`src/hw/rtl/bts_pkg.sv`:
```
package bts_pkg;

  // Task set size and field widths
  localparam int NUM_TASKS = 8;
  localparam int TASK_W    = 3;
  localparam int MASK_W    = 8;
  localparam int CNT_W     = 8;

  // Bits of the ready mask that belong to real tasks
  localparam logic [MASK_W-1:0] TASK_MASK =
    MASK_W'((9'd1 << NUM_TASKS) - 9'd1);

  // Request opcodes
  typedef enum logic [1:0] {
    OP_CREATE = 2'd0,
    OP_DELAY  = 2'd1,
    OP_TICK   = 2'd2
  } op_t;

  // Outcome of the priority pick
  typedef struct packed {
    logic              idle;
    logic [TASK_W-1:0] task_sel;
  } pick_t;

endpackage

```
`src/hw/rtl/bts_pick.sv`:
```
module bts_pick (
  input  logic [bts_pkg::MASK_W-1:0] ready,
  output bts_pkg::pick_t             pick
);
  import bts_pkg::*;

  // Select the lowest-numbered ready task, flag idle when none is ready
  always_comb begin
    pick.idle     = 1'b1;
    pick.task_sel = '0;
    for (int i = NUM_TASKS - 1; i >= 0; i--) begin
      if (ready[i]) begin
        pick.idle     = 1'b0;
        pick.task_sel = TASK_W'(i);
      end
    end
  end

endmodule

```
`src/hw/rtl/bitmap_task_scheduler.sv`:
```
// Channel   Direction  Handshake           Payload
// in_       input      in_valid/in_stall   in_op, in_task_id, in_delay_ticks
// out_      output     out_valid/out_stall out_running_task, out_none_ready, out_ready_mask
//
// One request per cycle sustained while out_stall is low; results are registered.
// The scheduler state updates as a request moves from the input register into the result register.
// Synchronous active-low reset clears the ready mask, all wait counters and the running task.
// A stalled result holds while the input register still takes one more request.
module bitmap_task_scheduler (
  input  logic       clk,
  input  logic       rst_n,
  input  logic       in_valid,
  output logic       in_stall,
  input  logic [1:0] in_op,
  input  logic [2:0] in_task_id,
  input  logic [7:0] in_delay_ticks,
  output logic       out_valid,
  input  logic       out_stall,
  output logic [2:0] out_running_task,
  output logic       out_none_ready,
  output logic [7:0] out_ready_mask
);
  import bts_pkg::*;

  // Input register
  logic              in_full_r, in_full_nxt;
  logic [1:0]        op_r;
  logic [TASK_W-1:0] id_r;
  logic [CNT_W-1:0]  ticks_r;

  // Scheduler state
  logic [MASK_W-1:0] ready_r, ready_nxt;
  logic [CNT_W-1:0]  ctr_r   [NUM_TASKS];
  logic [CNT_W-1:0]  ctr_nxt [NUM_TASKS];
  logic [TASK_W-1:0] cur_r, cur_nxt;
  logic              idle_r, idle_nxt;

  // Result register
  logic              out_valid_r, out_valid_nxt;
  logic [TASK_W-1:0] out_task_r;
  logic              out_idle_r;
  logic [MASK_W-1:0] out_mask_r;

  logic  accept;
  logic  advance;
  pick_t pick;

  // Handshake: move the held request whenever the result slot is empty or its result is not stalled
  assign advance       = in_full_r && (!out_valid_r || !out_stall);
  assign in_stall      = in_full_r && !advance;
  assign accept        = in_valid && !in_stall;
  assign in_full_nxt   = accept || (in_full_r && !advance);
  assign out_valid_nxt = advance || (out_valid_r && out_stall);

  // Update ready mask and wait counters for the held request
  always_comb begin
    ready_nxt = ready_r;
    ctr_nxt   = ctr_r;
    case (op_r)
      OP_CREATE: begin
        for (int i = 0; i < NUM_TASKS; i++) begin
          if (id_r == TASK_W'(i)) begin
            ready_nxt[i] = 1'b1;
            ctr_nxt[i]   = '0;
          end
        end
      end
      OP_DELAY: begin
        if (!idle_r) begin
          for (int i = 0; i < NUM_TASKS; i++) begin
            if (cur_r == TASK_W'(i)) begin
              ready_nxt[i] = 1'b0;
              ctr_nxt[i]   = ticks_r;
            end
          end
        end
      end
      OP_TICK: begin
        for (int i = 0; i < NUM_TASKS; i++) begin
          if (ctr_r[i] != '0) begin
            ctr_nxt[i] = ctr_r[i] - CNT_W'(1);
            if (ctr_r[i] == CNT_W'(1)) begin
              ready_nxt[i] = 1'b1;
            end
          end
        end
      end
      default: begin
      end
    endcase
  end

  bts_pick u_pick (
    .ready (ready_nxt),
    .pick  (pick)
  );

  // Reschedule after a delay from a running task or after a tick
  always_comb begin
    cur_nxt  = cur_r;
    idle_nxt = idle_r;
    case (op_r)
      OP_DELAY: begin
        if (!idle_r) begin
          cur_nxt  = pick.task_sel;
          idle_nxt = pick.idle;
        end
      end
      OP_TICK: begin
        cur_nxt  = pick.task_sel;
        idle_nxt = pick.idle;
      end
      default: begin
      end
    endcase
  end

  // Control and state registers
  always_ff @(posedge clk) begin
    if (!rst_n) begin
      in_full_r   <= 1'b0;
      out_valid_r <= 1'b0;
      ready_r     <= '0;
      cur_r       <= '0;
      idle_r      <= 1'b0;
      for (int i = 0; i < NUM_TASKS; i++) begin
        ctr_r[i] <= '0;
      end
    end else begin
      in_full_r   <= in_full_nxt;
      out_valid_r <= out_valid_nxt;
      if (advance) begin
        ready_r <= ready_nxt;
        ctr_r   <= ctr_nxt;
        cur_r   <= cur_nxt;
        idle_r  <= idle_nxt;
      end
    end
  end

  // Payload registers
  always_ff @(posedge clk) begin
    if (accept) begin
      op_r    <= in_op;
      id_r    <= in_task_id;
      ticks_r <= in_delay_ticks;
    end
    if (advance) begin
      out_task_r <= cur_nxt;
      out_idle_r <= idle_nxt;
      out_mask_r <= ready_nxt & TASK_MASK;
    end
  end

  assign out_valid        = out_valid_r;
  assign out_running_task = out_task_r;
  assign out_none_ready   = out_idle_r;
  assign out_ready_mask   = out_mask_r;

endmodule

```
`config.mk`:
```
export PLATFORM = sky130hd
export DESIGN_NAME = bitmap_task_scheduler
export DESIGN_NICKNAME = d
export VERILOG_FILES = /design/src/hw/rtl/bts_pkg.sv /design/src/hw/rtl/bts_pick.sv /design/src/hw/rtl/bitmap_task_scheduler.sv
export SDC_FILE = /design/constraint.sdc
export NUM_CORES = 1
export LEC_CHECK = 0
export ABC_CLOCK_PERIOD_IN_PS = 3600
export BUFFER_PORTS_ARGS = -buffer_cell sky130_fd_sc_hd__buf_2
export CORE_ASPECT_RATIO = 1.4
export CORE_MARGIN = 10
export CORE_UTILIZATION = 50
export DETAILED_ROUTE_END_ITERATION = 16
export PLACE_DENSITY = 0.77
export SLEW_MARGIN = 20
export SYNTH_ARGS = -nofsm -noshare
export SYNTH_HDL_FRONTEND = slang
export SYNTH_SLANG_ARGS = --single-unit
```
`constraint.sdc`:
```
create_clock -name clk -period 3.6 [get_ports clk]
set_clock_uncertainty 0.05 [all_clocks]
set_input_delay 0 -clock clk [delete_from_list [all_inputs] [get_ports clk]]
set_output_delay 0 -clock clk [all_outputs]
set_load 0.03 [all_outputs]
```
==> impl_results.md <==
- Status: completed
- Site row count: 48
- Clock Tree Root: clkbuf_16
- Critical path endpoint category: register
- Final min period: 2.986 ns
- Post-synth EDFFs: 25
- Die footprint: 17380 sq um
- Initial antenna violation count: 0
- Flops & latches, synth: 103
- Sequential fraction of the synthesis area: 37.14%
- Footprint of the multi-input gates: 3595 sq um
- Largest net degree at the start of global routing: 61
- Post-route ant nets: 0
- Inserted Clock Buffers: 9
- Placed cell areas: 6489 sq um
- DRC: 0
- Layout cell share with drive strength beyond 1: 10.37%
- Clock Latency Late Sink: 0.35 ns
- Synth area leaders: dfxtp_1 25%, edfxtp_1 12%, o21ai_0 6.4%, ha_1 5.4%, a21oi_1 5.1%
- Final Max Slew Viols: 0
- Post-CTS Setup Bufs: 0
- Post-DP HPWL: 11.98 mm
- Core region area: 12250 sq um
- Signal arrival time at the worst endpoint: 3.11 ns
- Overall Global Routing Usage: 19.67%
- Final wirelength: 17.47 mm
- Cell leakage power: 2.570 nW
- Clock Tree Buf Depth: 2
- Synth Flop Type: dfxtp_1
- RSZ-0062 raised after global routing: false
- GP Congestion: 1.013
- CTS sink count: 103
- Final count of negative-setup-slack endpoints: 0
- Place WS: 0.6899 ns
- Inserted Diodes: 0
- TritonRoute pass-1 iters: 5
- FFs w/ async S/R, synth: 0%
- DR vias/cell: 6.235
- Worst r2r path cells: 9
- Area Growth Syn to Fin: 12.06%
- Worst setup SP type: register
- Worst-path clk slew: 0.07 ns
- Crit-path max FO: 15
- NumNets Final: 830
- Hold Path Class: in -> reg
- Post-synth net total: 806
- Cell area after synthesis: 6226 sq um
- Synth Instances: 762
- Setup ws final: 0.6140 ns
- H-tree Lvls: 3
- Final Cycle Share: 82.94%
- Top cell type's share of synthesized area: 25.08%
- Post-route design area: 6977 sq um
- Final Hold Vio Count: 0
- Synth warn: 0
- CTS tree: yes
- Peak Freq: 0.3349 GHz
- VDD IR-drop max: 0.2794 mV
- Starting Density: 50.82%
- Drt first-iter violations: 517
- First-pass GRT wire length: 28.34 mm
- Syn_area_per_cell: 8.171 sq um
- Worst hold-check slack: 0.2308 ns
- Least-Margin Pin Slew: 0.8982 ns
- Boundary pin count: 31
- Worst Path Class, Setup: reg -> reg
- Gr ovfl total: 0
- Port buffer count: 30
- Worst rel slew slack: 39.85%
- Total power draw: 2.794 mW
- Vert. Die Dim: 152.0 um
- Die width: 114.3 um
- Cell taking the most area after synthesis: dfxtp_1
- Via count: 5867
- Vias in the first global route: 5661
- Hold Path Stages: 3
- Wire length per cell: 18.57 um
- Synth unique cells: 68
- FF+latch area: 2312 sq um
- Power Density: 400.5 nW/um^2
- Setup_tns: 0 ns
- WP data required: 3.72 ns
- Final-layout fill cell count: 1070
- Max_cap viols: 0
cells by family after synthesis:
family	synth area share, %
buffers and inverters	5.165
DFF	37.14
adders and majority gates	5.426
muxes	0.1608
AOI/OAI and AO/OA	23.11
and+or+nand+nor	25.76
xor gates and xnor gates	3.235
metrics by stage:
stage | cells | utilization, %
2_1_floorplan | 762 | -
3_5_place_dp | 910 | 52.96
5_1_grt | 941 | 56.94
3_3_place_gp | 910 | 52.96
4_1_cts | 941 | 56.94
6_report | 941 | 56.94
critical path, cell delays in order, from the launching register on:
cell	delay, ns
edfxtp_1	0.39
inv_1	0.10
ha_1	0.36
buf_4	0.26
a2111oi_4	0.36
o21ai_0	0.15
a221o_2	0.43
nor4_4	0.32
nand2_1	0.12
o31ai_2	0.27
power by group:
part / switching (mW) / internal, mW
logic: 0.265 / 0.153
registers: 0.0337 / 1.22
clock network: 0.442 / 0.678
total: 0.740 / 2.05
flip-flops by register name, indices dropped and copies added (netlist names), 2 cells and up:
name and count:
out_ready_mask 8, out_running_task 3, ticks_r 8, ctr_r 64
ready_r 8, op_r 2, cur_r 3, id_r 3
worst paths after layout:
| path | from | to | slack, ns |
|---|---|---|---|
| setup / recovery | op_r[1]$_DFFE_PP_ | out_none_ready$_DFFE_PP_ | 0.61 |
| hold / removal | rst_n | idle_r$_SDFFE_PN0P_ | 0.23 |
| setup reg to reg | op_r[1]$_DFFE_PP_ | out_none_ready$_DFFE_PP_ | 0.61 |
| hold reg to reg | ready_r[5]$_SDFFE_PN0P_ | ready_r[5]$_SDFFE_PN0P_ | 0.46 |
routing by layer:
metal	GRT usage [%]	up-vias	routed length [um]
li1	-	2759	-
met1	21.62	2756	6579
met2	33.99	283	8842
met3	3.704	69	1216
met4	11.43	0	836
met5	0	-	0
Yosys cell counts, types with 7 or more instances:
master / count
o21ai_0: 80
dfxtp_1: 78
nand2_1: 76
a21oi_1: 64
nor2_1: 45
clkbuf_1: 35
inv_1: 35
nor3_1: 33
and2_1: 31
ha_1: 27
edfxtp_1: 25
nor2b_1: 21
nor4_1: 19
xor2_1: 19
a21boi_0: 18
nand3_1: 13
nor3b_1: 13
nand3b_1: 12
a31oi_1: 7
o31ai_1: 7
cell type report:
cell class / count / share of cell area [%]
sequential: 103 / 33.14
timing repair buffer: 60 / 5.918
clock buffer: 10 / 3.282
clock inverter: 6 / 1.560
inverter: 35 / 1.883
tap: 150 / 2.690
multi-input combinational: 577 / 51.52
timing repair:
item,4_1_cts,5_1_grt
endpoints found under the hold margin,15,0
hold buffers,15,0
resized for setup,0,0
placed cells by master (no fill, tap or decap), types with 7 or more instances in the layout:
| master | instances |
|---|---|
| a21boi_0 | 18 |
| a21oi_1 | 64 |
| a31oi_1 | 7 |
| and2_1 | 31 |
| buf_2 | 30 |
| buf_4 | 15 |
| clkbuf_16 | 9 |
| dfxtp_1 | 78 |
| dlygate4sd3_1 | 15 |
| edfxtp_1 | 25 |
| ha_1 | 26 |
| inv_1 | 35 |
| nand2_1 | 76 |
| nand3_1 | 13 |
| nand3b_1 | 12 |
| nor2_1 | 45 |
| nor2b_1 | 21 |
| nor3_1 | 33 |
| nor3b_1 | 13 |
| nor4_1 | 19 |
| o21ai_0 | 80 |
| o31ai_1 | 7 |
| xor2_1 | 19 |
Note: power is estimated with default switching activity, not from simulation.
